**config.mk**
```make
export PLATFORM = sky130hd
export DESIGN_NAME = dsp_ram
export DESIGN_NICKNAME = d
export VERILOG_FILES = /design/src/rtl/dijkstra_shortest_paths_unit_defines.svh /design/src/rtl/dsp_ram.sv
export SDC_FILE = /design/constraint.sdc
export NUM_CORES = 1
export LEC_CHECK = 0
export BUFFER_PORTS_ARGS = -buffer_cell sky130_fd_sc_hd__buf_2
export CORE_MARGIN = 4
export CORE_UTILIZATION = 60
export CTS_CLUSTER_SIZE = 28
export DETAILED_ROUTE_END_ITERATION = 8
export GPL_ROUTABILITY_DRIVEN = 0
export PLACE_DENSITY = 0.86
export SYNTH_ARGS = -nofsm -noshare
export SYNTH_HDL_FRONTEND = slang
export SYNTH_SLANG_ARGS = --single-unit
```
**constraint.sdc**
```tcl
create_clock -name clk -period 4.39 [get_ports clk]
set_input_delay 0.2195 -clock clk [delete_from_list [all_inputs] [get_ports clk]]
set_output_delay 0.2195 -clock clk [all_outputs]
set_load 0.1 [all_outputs]
```
**src/rtl/dijkstra_shortest_paths_unit_defines.svh**
```systemverilog
// Assertion macros shared by the shortest path unit RTL.
`ifndef DIJKSTRA_SHORTEST_PATHS_UNIT_DEFINES_SVH
`define DIJKSTRA_SHORTEST_PATHS_UNIT_DEFINES_SVH

`ifndef SYNTHESIS
// Check a property on every clock edge outside reset.
`define DSP_ASSERT(label, prop, msg) \
    label: assert property (@(posedge clk) disable iff (!rst_n) prop) else $error(msg);
// Check that a condition never holds outside reset.
`define DSP_ASSERT_NEVER(label, cond, msg) \
    label: assert property (@(posedge clk) disable iff (!rst_n) !(cond)) else $error(msg);
`else
`define DSP_ASSERT(label, prop, msg)
`define DSP_ASSERT_NEVER(label, cond, msg)
`endif

`endif

```
**src/rtl/dsp_ram.sv**
```systemverilog
// Generic single-port RAM with registered read.
module dsp_ram #(
    parameter int WIDTH = 8,
    parameter int DEPTH = 16
) (
    input  logic                     clk,
    input  logic                     we,
    input  logic [$clog2(DEPTH)-1:0] addr,
    input  logic [WIDTH-1:0]         wdata,
    output logic [WIDTH-1:0]         rdata
);

    logic [WIDTH-1:0] mem [DEPTH];
    logic [WIDTH-1:0] rdata_reg;

    always_ff @(posedge clk)
    begin
        if (we)
        begin
            mem[addr] <= wdata;
        end
        rdata_reg <= mem[addr];
    end

    assign rdata = rdata_reg;

endmodule

```
## Yosys cells after proc, flatten, opt, wreduce, memory -nomap -nowiden

Memories as Yosys holds them, arrays and structs flattened. A register that Yosys moved wholly into a read port is not among the register bits.
Index checks and enable logic that the tools add are counted.
W data, S select, Z words.

| cells by class | value |
|---|---|
| mux-type cells | 2 |

Operators by type and width:

| cell | count |
|---|---|
| $mux W1 | 2 |

| storage, ports and cells | value |
|---|---|
| memories | 1 |
| word-level logic and storage cells | 3 |
| flip-flop bits (word level) | 0 |
| RAM bits | 128 |
| output and inout port bits | 8 |

Memories:

| name | words | bits a word | rd ports | clocked after memory_dff | write ports | line | text |
|---|---|---|---|---|---|---|---|
| mem | 16 | 8 | 1 | 1 | 1 | dsp_ram.sv:13 | `logic [WIDTH-1:0] mem [DEPTH];` |

## Logic depth before layout (Yosys ltp)

| logic depth | value |
|---|---|
| depth after elaboration | 2 |
| depth in mapped cells | 5 |

## Worst setup path before layout

OpenSTA, ideal clock, no wires.

| timing path | value |
|---|---|
| path type | input-to-reg |
| start point | in addr[2] |
| end point | mem mem[0][0], enable pin |
| stages | 2 |
| arrival time | 1,329 ps |
| path slack | 2,677 ps |
| setup time | 383 ps |
| required time | 4,007 ps |
| buffers on the path | 0 |
| cell sequence | or3b_2 -> nor3_1 |

RTL lines:

| what | line | text |
|---|---|---|
| start, declared | dsp_ram.sv:8 | `input logic [$clog2(DEPTH)-1:0] addr,` |
| end, declared | dsp_ram.sv:13 |  |

Straight into the memory's write port.

==> metrics.csv <==
metric,value,unit
crit_path_start_kind,input port,
design_area,5880,um2
p_per_area,524,nW/um2
grt_pass1_vias,2593,
whs_path_depth,1,
clkTransAtPathRegs,60,ps
drc,0,
port_buffers,21,
largest_reg_flops,128,
synth_top_cell_by_area,edfxtp_1,
areaGrowthSynthToFinish,16.0,%
viasPerCell,6.59,
final.period_utilization,0.420,
async_reset_ff_frac,0,
avgSynthCellArea,22.0,um2
synth_top_area_share,0.759,
drive_gt1_frac,0.320,
finalWorstSetupSlack,2550,ps
die_x,99.9,um
avgRoutedWirePerCell,26.0,um
first_pass_iters,5,
worst_ep_arrival_time,2230,ps
netlist_top_cells_area,"edfxtp_1 76%, mux4_2 14%, dfxtp_1 3.2%",
cts.sinks,136,
worst_slew_pin_slew,1140,ps
setup_viol,0,
drv_slew,0,
dr.first_iter.drc_count,411,
synth.net_count,244,
crit_path_end_kind,flip-flop,
grt_overflow_total,0,
place_ws,2080,ps
synthCells,230,
crit_required,4780,ps
dieHeight,99.9,um
wirelength,9890,um
n_antenna_cell,0,
cts.repair.resized,0,
synth_warnings,0,
placed_cell_area,5270,um2
synth.most_common_cell,edfxtp_1,
p_total,3080,uW
path_class,in2reg,
cts_buffers,17,
core_area,8220,um2
p_leak,0.00193,uW
root_buffer,clkbuf_8,
cts_setup_buffers,0,
ir_drop,326,uV
cts_buffer_depth,2,
dieArea,9980,um2
synth_cell_type_count,18,
initial_core_util,0.617,
vias,2503,
cts_tree,built,
grt_max_degree,40,
finalSetupTns,0,ps
synth_common_cells,"128 x edfxtp_1, 32 x mux4_2, 16 x a22oi_1",
r2r_cells,3,
cts.htree.levels,4,
netlist_area,5070,um2
antenna_found_initial,0,
std_cell_rows,33,
grt_usage,0.221,
fin_nets,276,
whs,109,ps
ys_ff_latch,136,
rsz0062_at_grt,false,
period_minus_slack,1840,ps
ant_nets,0,
io_pins,22,
clock.fmax,542,MHz
synth_edf_count,128,
worstPathMaxFanout,25,
synth_ff_type,edfxtp_1,
status,finished clean,
hold_violations,0,
maxCapViolCount,0,
holdBufCountCts,0,
clk-insertion-delay-late,510,ps
synth_seq_area_share,0.790,
grt_pass1_wl,15400,um
clock_skew,6.33,ps
slew_headroom,0.232,
hold_path_class,in2reg,
dp_hpwl,5730,um
==> layout by cell type (no fill, tap or decap), drive strengths merged <==
cell / instances
nand2b: 2
nand2: 9
edfxtp: 128
buf: 24
and2: 1
clkinvlp: 2
nor3: 4
inv: 1
mux4: 32
clkinv: 4
nor2: 13
bufinv: 3
clkbuf: 22
dfxtp: 8
nor2b: 2
nand3b: 2
nand3: 1
a22oi: 16
or3b: 1
==> cell families after synthesis <==
group                  after synthesis  share of synthesized area
AO/OA/AOI/OAI                       16                     0.0237
buffers and inverters               11                     0.0119
flip-flops                         136                      0.790
multiplexers                        32                      0.142
AND/OR/NAND/NOR                     35                     0.0321
==> metal layers <==
| layer | vias up | part of all wire | global-route usage |
|---|---|---|---|
| li1 | 1028 | - | - |
| met1 | 1275 | 0.39 | 0.306 |
| met2 | 176 | 0.49 | 0.326 |
| met3 | 24 | 0.092 | 0.0695 |
| met4 | 0 | 0.033 | 0.103 |
| met5 | - | 0 | 0 |
==> report_power, final <==
group | total, uW | leakage, uW | switching [uW] | internal, uW
sequential | 1460 | 0.00122 | 10.3 | 1450
combinational | 195 | 0.000409 | 143 | 52.7
clock | 1430 | 0.000298 | 499 | 927
==> final timing paths <==
check | endpoint | startpoint | slack, ps
worst max register to register | rdata[4]$_DFF_P_ | mem[11][4]$_DFFE_PP_ | 2910
worst min register to register | rdata[7]$_DFF_P_ | mem[12][7]$_DFFE_PP_ | 710
worst max-delay path | rdata[7]$_DFF_P_ | addr[0] | 2550
worst min-delay path | mem[7][7]$_DFFE_PP_ | wdata[7] | 110
==> worst max-delay path: stages <==
cell,delay [ps]
buf_2,590
buf_4,420
mux4_2,560
a22oi_1,320
nand2_1,110
==> metrics by stage <==
step	std cells	util
floorplan	230	-
global placement	348	0.641
detailed placement	348	0.641
CTS	380	0.716
global route	380	0.716
finish	380	0.716
==> layout make-up <==
cell class                      instances  area, um2
Clock inverter                         10        141
Multi-Input combinational cell         83       1000
Clock buffer                           22        473
Tap cell                              105        131
Sequential cell                       136       4000
Timing Repair Buffer                   24        128
Fill cell                             460       2340
(Power assumes the default switching activity.)
