$ cat src/rtl/dijkstra_shortest_paths_unit_defines.svh
// Assertion macros shared by the shortest path unit RTL.
`ifndef DIJKSTRA_SHORTEST_PATHS_UNIT_DEFINES_SVH
`define DIJKSTRA_SHORTEST_PATHS_UNIT_DEFINES_SVH

`ifndef SYNTHESIS
// Check a property on every clock edge outside reset.
`define DSP_ASSERT(label, prop, msg) \
    label: assert property (@(posedge clk) disable iff (!rst_n) prop) else $error(msg);
// Check that a condition never holds outside reset.
`define DSP_ASSERT_NEVER(label, cond, msg) \
    label: assert property (@(posedge clk) disable iff (!rst_n) !(cond)) else $error(msg);
`else
`define DSP_ASSERT(label, prop, msg)
`define DSP_ASSERT_NEVER(label, cond, msg)
`endif

`endif

$ cat src/rtl/dsp_pkg.sv
// Types and constants shared by the shortest path unit.
package dsp_pkg;

    localparam int DEF_MAX_VERTICES = 64;
    localparam int DEF_WEIGHT_BITS  = 16;
    localparam int DIST_BITS        = 22;
    localparam int VTX_BITS         = 6;
    localparam int LINK_VTX_BITS    = 8;
    localparam int COUNT_BITS       = 7;
    localparam int PADDR_BITS       = 3;

    localparam logic [DIST_BITS-1:0]  DIST_MAX     = 22'h3FFFFF;
    localparam logic [PADDR_BITS-1:0] ADDR_VCOUNT  = 3'd0;

    localparam logic [1:0] STAT_OK      = 2'd0;
    localparam logic [1:0] STAT_MISSING = 2'd1;
    localparam logic [1:0] STAT_EXISTS  = 2'd2;

    typedef struct packed {
        logic                mode;
        logic [VTX_BITS-1:0] first_vertex;
        logic [VTX_BITS-1:0] second_vertex;
        logic [15:0]         weight;
    } in_word_t;

    typedef struct packed {
        logic [1:0]           status;
        logic [VTX_BITS-1:0]  vertex;
        logic [DIST_BITS-1:0] distance;
        logic [VTX_BITS-1:0]  predecessor;
        logic                 has_predecessor;
        logic                 reachable;
        logic                 last;
    } out_word_t;

    // Kinds of word that travel down the cell chain.
    typedef enum logic [2:0] {
        LK_NOP    = 3'd0,
        LK_INIT   = 3'd1,
        LK_VISIT  = 3'd2,
        LK_EDGE   = 3'd3,
        LK_SELECT = 3'd4,
        LK_REPORT = 3'd5
    } link_kind_t;

    typedef struct packed {
        link_kind_t               kind;
        logic [LINK_VTX_BITS-1:0] tag;
        logic [DIST_BITS-1:0]     span;
        logic [LINK_VTX_BITS-1:0] node;
        logic                     hit;
        logic                     mark;
        logic                     last;
    } link_t;

endpackage

$ cat src/rtl/dsp_cell.sv
// One vertex cell of the chain: holds distance, predecessor and marks.
module dsp_cell
    import dsp_pkg::*;
#(
    parameter int CELL_ID = 0
) (
    input  logic  clk,
    input  logic  rst_n,
    input  logic  adv,
    input  link_t link_in,
    output link_t link_out
);

    link_t                    link_reg, link_next;
    logic                     visited_reg, visited_next;
    logic                     reached_reg, reached_next;
    logic                     hp_reg, hp_next;
    logic [DIST_BITS-1:0]     dist_reg, dist_next;
    logic [LINK_VTX_BITS-1:0] pred_reg, pred_next;
    logic                     is_me;

    assign is_me = (link_in.tag == LINK_VTX_BITS'(CELL_ID));

    always_comb
    begin
        link_next    = link_in;
        visited_next = visited_reg;
        reached_next = reached_reg;
        hp_next      = hp_reg;
        dist_next    = dist_reg;
        pred_next    = pred_reg;
        case (link_in.kind)
            LK_INIT:
            begin
                visited_next = 1'b0;
                reached_next = is_me;
                hp_next      = 1'b0;
                dist_next    = '0;
            end
            LK_VISIT:
            begin
                if (is_me)
                begin
                    visited_next = 1'b1;
                end
            end
            LK_EDGE:
            begin
                // relax only on a strictly shorter path
                if (is_me && link_in.hit && !visited_reg &&
                    (!reached_reg || link_in.span < dist_reg))
                begin
                    dist_next    = link_in.span;
                    pred_next    = link_in.node;
                    hp_next      = 1'b1;
                    reached_next = 1'b1;
                end
            end
            LK_SELECT:
            begin
                // strict compare keeps the lowest index on ties
                if (!visited_reg && reached_reg && (!link_in.hit || dist_reg < link_in.span))
                begin
                    link_next.hit  = 1'b1;
                    link_next.span = dist_reg;
                    link_next.node = LINK_VTX_BITS'(CELL_ID);
                end
            end
            LK_REPORT:
            begin
                if (is_me)
                begin
                    link_next.span = reached_reg ? dist_reg : '0;
                    link_next.node = hp_reg ? pred_reg : '0;
                    link_next.hit  = reached_reg;
                    link_next.mark = hp_reg;
                end
            end
            default:
            begin
            end
        endcase
    end

    always_ff @(posedge clk or negedge rst_n)
    begin
        if (!rst_n)
        begin
            link_reg <= '0;
        end
        else if (adv)
        begin
            link_reg <= link_next;
        end
    end

    always_ff @(posedge clk)
    begin
        if (adv)
        begin
            visited_reg <= visited_next;
            reached_reg <= reached_next;
            hp_reg      <= hp_next;
            dist_reg    <= dist_next;
            pred_reg    <= pred_next;
        end
    end

    assign link_out = link_reg;

endmodule

$ cat config.mk
export PLATFORM = sky130hd
export DESIGN_NAME = dsp_cell
export DESIGN_NICKNAME = d
export VERILOG_FILES = /design/src/rtl/dijkstra_shortest_paths_unit_defines.svh /design/src/rtl/dsp_pkg.sv /design/src/rtl/dsp_cell.sv
export SDC_FILE = /design/constraint.sdc
export NUM_CORES = 1
export LEC_CHECK = 0
export ABC_CLOCK_PERIOD_IN_PS = 6200
export BUFFER_PORTS_ARGS = -buffer_cell sky130_fd_sc_hd__clkbuf_2
export CAP_MARGIN = 10
export CORE_ASPECT_RATIO = 0.6
export CORE_MARGIN = 3
export CORE_UTILIZATION = 46
export CTS_CLUSTER_DIAMETER = 50
export CTS_CLUSTER_SIZE = 30
export DETAILED_ROUTE_END_ITERATION = 12
export PLACE_DENSITY = 0.68
export RECOVER_POWER = 50
export SLEW_MARGIN = 20
export SYNTH_ARGS = -nofsm -noshare
export SYNTH_HDL_FRONTEND = slang
export SYNTH_SLANG_ARGS = --single-unit
$ cat constraint.sdc
create_clock -name clk -period 6.2 [get_ports clk]
set_input_delay 0.31 -clock clk [delete_from_list [all_inputs] [get_ports clk]]
set_output_delay 0.31 -clock clk [all_outputs]
set_load 0.01 [all_outputs]
Word level (Yosys, flattened, before mapping)
Cells that the tools add are included.

cells by class
  shift operators = 0
  multiplexer cells = 13
  reduce and logical (&&, ||, !) cells = 16
  add/sub/neg operators = 0
  bitwise operators = 0
  $lt $le $gt $ge = 2
  multiply operators = 0
  equality and inequality tests = 7
  divide/modulo/power cells = 0

operators with widths
  kind                                           count
  one-hot mux 31 bit (2 select lines)            1
  less-than comparator 22 bit                    2
  two-way mux 22 bit                             2
  one-hot mux 22 bit (2 select lines)            1
  two-way mux 32 bit                             1
  two-way mux 31 bit                             1
  AND reduction 3 bit                            3
  zero test 8 bit                                1
  two-way mux 8 bit                              1
  == test 3 x 2 -> 1 bit, second input constant  2
  == test 3 bit, second input constant           2
  one-hot mux 1 bit (2 select lines)             3
  logical AND 1 bit                              5
  != test 2 bit, second input constant           2
  nonzero test 2 bit                             2
  == test 3 x 1 -> 1 bit, second input constant  1
  zero test 1 bit                                3
  two-way mux 1 bit                              3
  logical OR 1 bit                               2

word-level totals
  bits in latches = 0
  memories = 0
  bits in read-only memories = 0
  bits in registers = 77
  output and inout bits = 44
  bits in writable memories = 0

Depth between registers and ports, before layout
Gate-level depths: netlist of the first run.

  word-level depth = 6
  gate-level depth with buffers = 9
  mapped depth without buffers = 8

Worst setup path after synthesis of the first run
Ideal clock, no wire load.

  path kind = register -> register
  from = reg dist_reg[12]
  to = reg dist_reg[0] (enable)
  period minus slack after synthesis = 3.734 ns
  cell stages (with the launch flop) = 8
  path buffers = 0
  data required time = 5.758 ns
  setup slack = 2.466 ns
  arrival = 3.292 ns
  cells stage by stage = edfxtp_1 -> ha_1 -> and4_1 -> and4bb_1 -> o31ai_2 -> o211ai_1 -> a21boi_0 -> o31ai_1

on the way
  word-level cells in the longest chain between the ends = 5

ends and longest elaborated chain
  element                               line             RTL
  start: declaration                    dsp_cell.sv:18   logic [DIST_BITS-1:0] dist_reg, dist_next;
  start signal: assignment              dsp_cell.sv:104  dist_reg <= dist_next;
  less-than comparator 22 bit           dsp_cell.sv:51   (!reached_reg || link_in.span < dist_reg))
  logical OR 1 bit                      dsp_cell.sv:51
  logical AND 1 bit                     dsp_cell.sv:50   if (is_me && link_in.hit && !visited_reg &&
  != test 2 bit (no source line)        --
  AND reduction 3 bit (no source line)  --

No other way between the ends.
A chain may end at the register's enable or synchronous reset.

Worst setup path in the final report of the first run
  from = in link_in[43] (netlist name)
  to = reg link_reg (netlist bit link_out[9])

on the way
  word-level cells in the longest chain between the ends = 2

ends and longest elaborated chain
  element                                line            RTL
  start: declaration                     dsp_cell.sv:10  input link_t link_in,
  == test 3 bit                          dsp_cell.sv:32  case (link_in.kind)
  one-hot mux 31 bit (2 select lines) *  dsp_cell.sv:32
  end signal: assignment                 dsp_cell.sv:93  link_reg <= link_next;
  end: declaration                       dsp_cell.sv:14  link_t link_reg, link_next;

Every way passes the cells marked *; elsewhere a longest branch is shown, timed or not.

==> results of run 1 <==
[metal layers]
| layer | global-route usage, % | vias up |
|---|---|---|
| met1 | 34.75 | 1940 |
| li1 | - | 1892 |
| met3 | 6.446 | 15 |
| met5 | 0 | - |
| met2 | 34.31 | 192 |
| met4 | 5.672 | 0 |
[cell usage in the layout, fill, tap and decap left out, drive strengths merged, types with 12 or more instances in the layout]
cell	n
nand2	33
edfxtp	33
a41oi	22
a21oi	12
clkbuf	102
o221ai	22
a22oi	29
nor2	17
nand2b	23
o21ai	34
and2	23
inv	30
ha	22
mux2	12
nor3	25
dfrtp	44
[layout make-up]
type,count,area [sq um],share of cell area (%)
timing repair buffer,98,447.9,8.247
clock inverter,5,31.28,0.5759
inverter,27,101.3,1.866
multi-input combinational,316,2342,43.12
tap,130,162.7,2.995
clock buffer,11,254.0,4.676
sequential,77,2092,38.52
[kinds of logic (layout without fill, tap and decap cells)]
logic type,count (synthesis),after routing,share of synthesized area (%)
simple gates,142,142,16.52
compound gates,139,139,23.90
flops,77,77,44.71
buf+inv,64,141,5.882
fa+ha+maj,22,22,5.882
mux,13,13,3.102
[path summary, 6_finish.rpt]
check | to | depth (start not counted) | slack (ns) | startpoint
setup / recovery | link_out[9] | 5 | 3.20 | link_in[43]
hold / removal | pred_reg[1] | 1 | 0.21 | link_in[4]
setup reg to reg | link_out[3] | 8 | 3.34 | dist_reg[15]
hold reg to reg | link_out[38] | 1 | 0.51 | link_out[38]
max in group asynchronous | link_out[13] | 2 | 3.95 | rst_n
min in group asynchronous | link_out[7] | 2 | 0.83 | rst_n
[per-stage QoR]
stage               area, sq um  total power [uW]
floorplan                  4679             733.4
global placement           5189             817.8
detailed placement         5209             824.3
CTS                        5494              1341
global route               5431              1383
finish                     5431              1324
[power by group through the flow]
stage | Combinational (uW) | Sequential (uW) | Clock (uW)
after floorplan | 124 | 610 | 0
after global placement | 220 | 597 | 0
after detailed placement | 226 | 598 | 0
after CTS | 228 | 588 | 525
after global routing | 245 | 593 | 546
final | 220 | 588 | 516
==> out/qor.json, run 1 <==
{
  "cells_and_area": {
    "design.final.nets": 598,
    "drive_gt1_share_pct": 18.16,
    "largest_register_ffs": 44,
    "diodes": 0,
    "layoutNonFillerInstCount": 664,
    "finalCoreUtilization_pct": 57.01,
    "n_fill_cell": 888,
    "area.growth.synth_to_final_pct": 16.07
  },
  "logic_synthesis": {
    "syn_avg_cell_area_sq_um": 10.24,
    "synth-seq-cells": 77,
    "synthTopCellsByCount": "dfrtp_1, edfxtp_1, nand2_1",
    "synthesis.instances": 457,
    "nets_in_the_synthesized_netlist": 526,
    "synth-warning-count": 0,
    "top_post_synthesis_cells_by_area": "dfrtp_1, edfxtp_1, ha_1, a22oi_1, o221ai_1",
    "number_of_enable_flip_flop_cells_after_synthesis": 33,
    "yosysMostFrequentCell": "dfrtp_1",
    "post-synth-top-area-cell": "dfrtp_1",
    "synth-async-reset-ratio_pct": 57.14,
    "mappedNetlistArea_sq_um": 4679,
    "synth_ff_type": "dfrtp_1",
    "synth_cell_type_count": 50,
    "synth_top_area_share_pct": 23.53,
    "synth-seq-area-share_pct": 44.71
  },
  "floorplanning": {
    "coreArea_sq_um": 9527,
    "rows": 27,
    "die_width_um": 136.2,
    "io-pin-count": 91,
    "die-area_sq_um": 11460,
    "initial_utilization_pct": 49.12,
    "die_h_um": 84.13
  },
  "global_route": {
    "antenna_violations_before_repair": 0,
    "grt_pass1_wl_um": 21450,
    "maximum_number_of_pins_on_one_net_before_global_route_repair": 81,
    "grt_pass1_vias": 4071,
    "global_route.overflow_total": 0,
    "gr-usage-all-layers_pct": 23.55
  },
  "timing": {
    "maximum_clock_skew_at_final_layout_ns": 0.004549,
    "min_period_over_period_pct": 48.42,
    "fmaxAchievable_mhz": 333.1,
    "fin_worst_hold_slack_ns": 0.2108,
    "max_slew.worst_pin.slew_ns": 2.489,
    "setup_viol": 0,
    "final.min_clock_period_ns": 3.002,
    "slew_headroom_pct": -65.96,
    "unrepaired_setup_endpoints_after_global_routing": "no",
    "slew_viol_final": 45,
    "timing_hold_violations_final": 0,
    "final_layout_setup_total_negative_slack_ns": 0,
    "worst_slack_ns": 3.198
  },
  "clock_tree": {
    "clock-sinks": 77,
    "clkSlewWorstSetupHoldPaths_ns": 0.06,
    "cts_inserted_buffers": 9,
    "holdBufCountCts": 0,
    "h-tree-depth": 3,
    "root_buffer": "clkbuf_16",
    "clk_path_buf_depth": 2,
    "cts_tree": "done",
    "post_cts_resize_count": 0,
    "post_cts.repair.setup_buffers": 0,
    "clkLatencyLatePin_ns": 0.34
  },
  "drt": {
    "routed.top_layer": "met4",
    "first_iter_violations": 392,
    "drc": 0,
    "vias": 4039,
    "met2RoutedLength_um": 5457,
    "drtAntennaViolNets": 0,
    "wirelength_um": 13070,
    "detail_route.first_pass.iterations": 5,
    "route.met3.wl_um": 1093,
    "wl_met1_um": 6386,
    "avgRoutedWirePerCell_um": 19.68,
    "vias_per_cell": 6.083
  },
  "worst_setup_path": {
    "worstSetupStartpointType": "primary input",
    "critical_path.slowest_cell": "nand4_1",
    "path_class": "primary input to register",
    "critPathTopFamily": "buffers and inverters",
    "end_kind": "register",
    "worst_ep_arrival_time_ns": 3.19,
    "max_stage_delay_ns": 1.00,
    "critical_path.cell_chain": "clkbuf_1, nand4_1, buf_4, a22oi_1, a221oi_2",
    "cp.required_ns": 6.39,
    "timing.critical_path.buf_inv": 2,
    "crit_fanout": 30
  },
  "job": {
    "maxCapViolCount": 1
  },
  "min_path": {
    "min_path_type": "primary input to register"
  },
  "place": {
    "hpwl_um": 8496,
    "placed_cells": 648,
    "pre_cts_slack_ns": 3.380,
    "final_weighted_congestion_in_routability_driven_placement": 0.7888,
    "io_buffers": 90
  },
  "power_and_ir_drop": {
    "power_switching_share_pct": 28.45,
    "share_comb_of_total_power_pct": 16.6,
    "switching_power_uw": 376.6,
    "pwr_density_cell_nw_per_um2": 243.7,
    "vdd.ir_drop.worst_mv": 0.1599,
    "static_leakage_uw": 0.002070,
    "intPower_uw": 947.3,
    "part_of_the_total_power_dissipated_in_sequential_elements_pct": 44.4,
    "clockPowerShare_pct": 38.9
  },
  "run_status": {
    "outcome": "complete, but fails checks",
    "violated_checks": "max-capacitance violations, max-slew violations"
  }
}
Note: power is estimated with default switching activity, not from simulation.
==> run 2: changes to the inputs <==
Settings changed: ABC_AREA set to 1, ABC_CLOCK_PERIOD_IN_PS 6200 to 2500, PLACE_DENSITY 0.68 to 0.71.
Clock period 6.2 ns to 2.5 ns, I/O delays scaled along.
==> run 2 against run 1 <==
Largest power group unchanged. Critical endpoint is now dist_reg[15]. The flow still finishes with violations (max-capacitance violations, max-slew violations). Critical path depth grew 6. Worst hold slack lost 0.20 ns. Clock-buffer cell count grew 1. Clock power grew 150%. Register-to-register slack lost 3.1 ns. Routed wire length shrank 0.41%. Non-clock buffer count grew 15. Die area grew 1.1%. Global-route usage grew 0.15 points. Total power grew 150%.
==> out/qor.json, run 2 <==
{
  "timing": {
    "timing_hold_violations_final": 0,
    "final_layout_setup_total_negative_slack_ns": 0,
    "slew_headroom_pct": -40.67,
    "maximum_clock_skew_at_final_layout_ns": 0.008634,
    "final.min_clock_period_ns": 2.250,
    "slew_viol_final": 50,
    "fmaxAchievable_mhz": 444.4,
    "fin_worst_hold_slack_ns": 0.008398,
    "worst_slack_ns": 0.2498,
    "unrepaired_setup_endpoints_after_global_routing": "no",
    "setup_viol": 0,
    "min_period_over_period_pct": 90.01,
    "max_slew.worst_pin.slew_ns": 2.110
  },
  "worst_setup_path": {
    "end_kind": "register",
    "setup.worst_path.start": "dist_reg[13]",
    "cp.required_ns": 2.53,
    "worstSetupStartpointType": "register",
    "path_class": "register to register",
    "crit_fanout": 15,
    "worst_ep_arrival_time_ns": 2.28,
    "r2r_start": "dist_reg[13]"
  },
  "logic_synthesis": {
    "synth_cell_type_count": 34,
    "synth_top_area_share_pct": 23.27,
    "synth-simple-area-share_pct": 29.32,
    "post_synth_mux_area_share_pct": 0,
    "synth-warning-count": 0,
    "synth_adder_area_share_pct": 5.817,
    "synth_top_family_by_area": "simple AND/OR/NAND/NOR gates",
    "synthTopCellsByCount": "nand2_1, inv_1, nand3_1",
    "syn_avg_cell_area_sq_um": 7.757,
    "number_of_enable_flip_flop_cells_after_synthesis": 33,
    "synth-seq-cells": 77,
    "synth-seq-area-share_pct": 44.21,
    "yosysMostFrequentCell": "nand2_1",
    "synth-async-reset-ratio_pct": 57.14,
    "synthXorXnorAreaFrac_pct": 0,
    "top_post_synthesis_cells_by_area": "dfrtp_1, edfxtp_1, nand2_1, o211ai_1, nand3_1",
    "nets_in_the_synthesized_netlist": 679,
    "synthesis.instances": 610,
    "post-synth-top-area-cell": "dfrtp_1",
    "synth-compound-area-share_pct": 11.21,
    "synth_ff_type": "dfrtp_1",
    "mappedNetlistArea_sq_um": 4732
  },
  "drt": {
    "wirelength_um": 13020,
    "detail_route.first_pass.iterations": 5,
    "first_iter_violations": 463,
    "vias": 4450,
    "drtAntennaViolNets": 0,
    "drc": 0,
    "vias_per_cell": 5.310,
    "avgRoutedWirePerCell_um": 15.53
  },
  "power_and_ir_drop": {
    "pwr_density_cell_nw_per_um2": 586.8,
    "clockPowerShare_pct": 38.6,
    "vdd.ir_drop.worst_mv": 0.3912,
    "static_leakage_uw": 0.002739,
    "power_switching_share_pct": 28.18,
    "switching_power_uw": 929.8,
    "total_power_uw": 3299,
    "share_comb_of_total_power_pct": 17.1,
    "part_of_the_total_power_dissipated_in_sequential_elements_pct": 44.2,
    "intPower_uw": 2370
  },
  "clock_tree": {
    "cts_tree": "done",
    "clk_path_buf_depth": 2,
    "clkSlewWorstSetupHoldPaths_ns": 0.06,
    "post_cts_resize_count": 0,
    "clock-sinks": 77,
    "cts_inserted_buffers": 9,
    "root_buffer": "clkbuf_16",
    "holdBufCountCts": 10,
    "post_cts.repair.setup_buffers": 0,
    "clkLatencyLatePin_ns": 0.34,
    "h-tree-depth": 3
  },
  "floorplanning": {
    "rows": 27,
    "io-pin-count": 91,
    "die-area_sq_um": 11580,
    "coreArea_sq_um": 9594,
    "initial_utilization_pct": 49.32,
    "die_h_um": 84.57,
    "die_width_um": 136.9
  },
  "cells_and_area": {
    "drive_gt1_share_pct": 15.96,
    "largest_register_ffs": 44,
    "diodes": 0,
    "multi_input_comb_area_sq_um": 2193,
    "area.growth.synth_to_final_pct": 18.83,
    "most-common-layout-cells": "nand2_1, clkbuf_2, inv_1",
    "final-seq-area_sq_um": 2092,
    "n_fill_cell": 881,
    "design.final.nets": 772,
    "layout.cells.most_common": "nand2_1"
  },
  "place": {
    "io_buffers": 90,
    "pre_cts_slack_ns": 0.2824,
    "final_weighted_congestion_in_routability_driven_placement": 0.8413,
    "hpwl_um": 8714
  },
  "job": {
    "maxCapViolCount": 1
  },
  "min_path": {
    "min_path_type": "primary input to register",
    "hold_path_startpoint": "link_in[37]"
  },
  "run_status": {
    "violated_checks": "max-capacitance violations, max-slew violations",
    "outcome": "complete, but fails checks"
  },
  "global_route": {
    "maximum_number_of_pins_on_one_net_before_global_route_repair": 50,
    "grt_pass1_wl_um": 21940,
    "grt_pass1_vias": 4429,
    "global_route.overflow_total": 0,
    "antenna_violations_before_repair": 0,
    "gr-usage-all-layers_pct": 23.70
  }
}
[run 2: final timing paths]
kind / slack [ns] / to / cells past startpoint
worst min register to register: 0.47 / link_out[40] / 2
worst min-delay path: 0.008 / link_out[37] / 3
min in group asynchronous: 0.64 / link_out[30] / 3
worst max-delay path: 0.25 / dist_reg[15] / 11
max in group asynchronous: 1.14 / link_out[35] / 3
worst max register to register: 0.25 / dist_reg[15] / 11
[run 2: power by group through the flow]
stage / logic, uW / clock network, uW / registers, uW
floorplan: 292 / 0 / 1510
global placement: 545 / 0 / 1480
detailed placement: 557 / 0 / 1480
CTS: 574 / 1280 / 1460
global route: 644 / 1350 / 1470
finish: 565 / 1270 / 1460
[run 2: through the flow]
stage | utilization (%) | instance area (sq um) | std cells
final | 58.61 | 5623 | 838
after global routing | 58.61 | 5623 | 838
after CTS | 59.02 | 5663 | 838
after detailed placement | 54.97 | 5274 | 812
after global placement | 54.97 | 5274 | 812
after floorplan | - | 4732 | 610
[run 2: cell families (layout without fill, tap and decap cells)]
kind of cell,count (synthesis),count (layout)
AOI/OAI and AO/OA,77,77
adders and majority gates,22,22
and+or+nand+nor,329,329
DFF,77,77
buffers and inverters,105,203
[run 2: critical path, cell delays in order (launching register included)]
cell,delay [ns]
edfxtp_1,0.41
ha_1,0.32
nand2_1,0.07
nor2_1,0.14
nand2_1,0.11
nor2_2,0.13
nand2_1,0.07
nand3_2,0.10
nand2_1,0.07
nand2_1,0.09
a31o_2,0.17
buf_4,0.25
[run 2: layout make-up]
type                       count  area share [%]
multi-input combinational    428           39.01
sequential                    77           37.21
timing repair buffer         113           10.81
inverter                      74           4.940
clock buffer                  12           4.762
tap                          130           2.893
clock inverter                 4          0.3783
[run 2: per-layer routing]
metal / GRT usage (%) / wire (um) / vias to the layer above
met5: 0 / 0 / -
met4: 6.703 / 159 / 0
met3: 5.629 / 1015 / 19
met2: 35.70 / 5632 / 167
met1: 34.04 / 6209 / 2073
li1: - / - / 2191
==> run 3: changes to the inputs <==
Settings changed: ABC_AREA 1 to not set.
==> run 3 against run 2 <==
The run still ends with max-capacitance violations, max-slew violations left. Global-route usage increased by 0.57 points. Fmax fell by 9.3%. Clock skew is 0.0026 ns lower. Sequential cell count stayed put. Non-clock buffer count rose by 61. Combinational power grew 15%. Core utilization grew 5.9 points. First-iteration DRC count down 16%. Sequential share of layout area fell by 3.2 points. Routed wire length grew 8.0%. Critical path type unchanged.
==> out/qor.json, run 3 (synthesis gave the netlist of run 1 again) <==
{
  "run_status": {
    "outcome": "complete, but fails checks",
    "violated_checks": "max-capacitance violations, max-slew violations"
  },
  "floorplanning": {
    "die-area_sq_um": 11460,
    "initial_utilization_pct": 49.12,
    "rows": 27,
    "coreArea_sq_um": 9527,
    "die_width_um": 136.2,
    "io-pin-count": 91,
    "die_h_um": 84.13
  },
  "worst_setup_path": {
    "end_kind": "register",
    "timing.critical_path.to": "dist_reg[7]",
    "worst_ep_arrival_time_ns": 2.58,
    "r2r.worst_path.cells": 11,
    "r2r_start": "dist_reg[17]",
    "setup_slack_on_the_worst_flop_to_flop_path_ns": 0.02,
    "crit_fanout": 6,
    "critical_path.slowest_cell": "edfxtp_1",
    "critical_path_depth": 11,
    "critical_path.most_common_cell": "buf_4",
    "max_stage_delay_ns": 0.44,
    "critical_path.cell_chain": "ha_4, a21oi_2, o21ai_1, buf_4, a221oi_4, o211ai_1, a21boi_2, buf_4, o31ai_4, buf_6, buf_8",
    "cp.required_ns": 2.60,
    "setup.worst_path.start": "dist_reg[17]",
    "timing.critical_path.buf_inv": 4,
    "path_class": "register to register",
    "critPathTopFamily": "compound AO/OA/AOI/OAI gates",
    "capturing_point_of_the_worst_reg2reg_path": "dist_reg[7]",
    "worstSetupStartpointType": "register"
  },
  "power_and_ir_drop": {
    "total_power_uw": 3489,
    "intPower_uw": 2549,
    "vdd.ir_drop.worst_mv": 0.3477,
    "clockPowerShare_pct": 39.6,
    "power_switching_share_pct": 26.93,
    "static_leakage_uw": 0.002435,
    "part_of_the_total_power_dissipated_in_sequential_elements_pct": 41.8,
    "switching_power_uw": 939.6,
    "share_comb_of_total_power_pct": 18.7,
    "pwr_density_cell_nw_per_um2": 567.5
  },
  "job": {
    "maxCapViolCount": 1
  },
  "clock_tree": {
    "clkSlewWorstSetupHoldPaths_ns": 0.06,
    "cts_inserted_buffers": 9,
    "clock-sinks": 77,
    "clk_path_buf_depth": 2,
    "clkLatencyLatePin_ns": 0.34,
    "h-tree-depth": 3,
    "root_buffer": "clkbuf_16",
    "cts_tree": "done"
  },
  "drt": {
    "vias_per_cell": 6.007,
    "vias": 4445,
    "drc": 0,
    "detail_route.first_pass.iterations": 5,
    "first_iter_violations": 389,
    "avgRoutedWirePerCell_um": 19.00,
    "drtAntennaViolNets": 0,
    "wirelength_um": 14060
  },
  "cells_and_area": {
    "layout.cells.most_common": "buf_4",
    "drive_gt1_share_pct": 29.18,
    "finalCoreUtilization_pct": 64.53,
    "n_fill_cell": 791,
    "design_area_sq_um": 6147,
    "most-common-layout-cells": "buf_4, clkbuf_1, dfrtp_1",
    "largest_register_ffs": 44,
    "layoutNonFillerInstCount": 740,
    "area.growth.synth_to_final_pct": 31.36,
    "diodes": 0,
    "design.final.nets": 674
  },
  "global_route": {
    "maximum_number_of_pins_on_one_net_before_global_route_repair": 80,
    "grt_pass1_wl_um": 22200,
    "global_route.overflow_total": 0,
    "gr-usage-all-layers_pct": 24.27,
    "grt_pass1_vias": 4525,
    "antenna_violations_before_repair": 0
  },
  "place": {
    "hpwl_um": 9571,
    "final_weighted_congestion_in_routability_driven_placement": 0.8437,
    "detailed_place.area_sq_um": 5673,
    "placed_cells": 711,
    "pre_cts_slack_ns": -0.3103,
    "io_buffers": 90
  },
  "timing": {
    "fmaxAchievable_mhz": 403.2,
    "unrepaired_setup_endpoints_after_global_routing": "yes",
    "final.min_clock_period_ns": 2.480,
    "worst_slack_ns": 0.02010,
    "slew_viol_final": 80,
    "timing_hold_violations_final": 0,
    "min_period_over_period_pct": 99.20,
    "maximum_clock_skew_at_final_layout_ns": 0.006072,
    "max_slew.worst_pin.slew_ns": 1.608,
    "setup_viol": 0,
    "slew_headroom_pct": -7.178
  },
  "min_path": {
    "min_path_type": "primary input to register"
  }
}
## run 3: cell count changes in the layout (fill, tap and decap cells not counted), sizes merged, moves of 26 or more
cell / change
o211ai: -47
nand2: -189
a22oi: +29
o21ai: +31
inv: -43
nand3: -54
nor2: -26
buf: +67
## run 3: power by group through the flow
stage               Sequential [uW]  Combinational [uW]  Clock (uW)
finish                         1460                 651        1380
detailed placement             1480                 624           0
CTS                            1460                 636        1390
global route                   1470                 715        1440
global placement               1470                 608           0
floorplan                      1510                 309           0
## run 3: how the worst min path moves through the flow
stage,slack (ns),end,cells after the start,startpoint
after floorplan,-0.17,link_out[0],0,rst_n
after global placement,0.31,link_out[8],1,rst_n
after detailed placement,0.32,link_out[5],1,rst_n
after CTS,0.0002,pred_reg[5],1,link_in[8]
after global routing,0.03,link_out[0],2,link_in[0]
final,0.02,link_out[0],2,link_in[0]
## run 3: routing by layer
| metal | track usage, % | vias to the layer above | share of wire [%] |
|---|---|---|---|
| li1 | - | 2034 | - |
| met1 | 34.35 | 2143 | 45 |
| met2 | 36.37 | 242 | 43 |
| met3 | 6.145 | 26 | 9.5 |
| met4 | 8.143 | 0 | 1.7 |
| met5 | 0 | - | 0 |
## run 3: through the flow
stage               setup TNS [ns]  hold slack [ns]
floorplan                   -1.527          -0.1706
global placement           -0.9428           0.3149
detailed placement          -2.481           0.3194
CTS                              0        0.0002456
global route                -2.560          0.03192
finish                           0          0.02102
## run 3: timing repair
action                                  4_1_cts  5_1_grt
hold buffers                                  5        0
setup buffers                                 0        6
gates cloned                                  0        2
pin swaps                                     1       10
endpoints found under the setup margin        8       45
resized for setup                             2       24
hold endpoints to repair                     38        0
## run 3: final cells by class
class / count / area, sq um / area share [%]
timing repair buffer: 174 / 1050 / 17.08
sequential: 77 / 2092 / 34.03
tap: 130 / 162.7 / 2.646
clock inverter: 3 / 42.54 / 0.6920
clock buffer: 13 / 271.5 / 4.417
inverter: 27 / 101.3 / 1.649
multi-input combinational: 316 / 2427 / 39.49
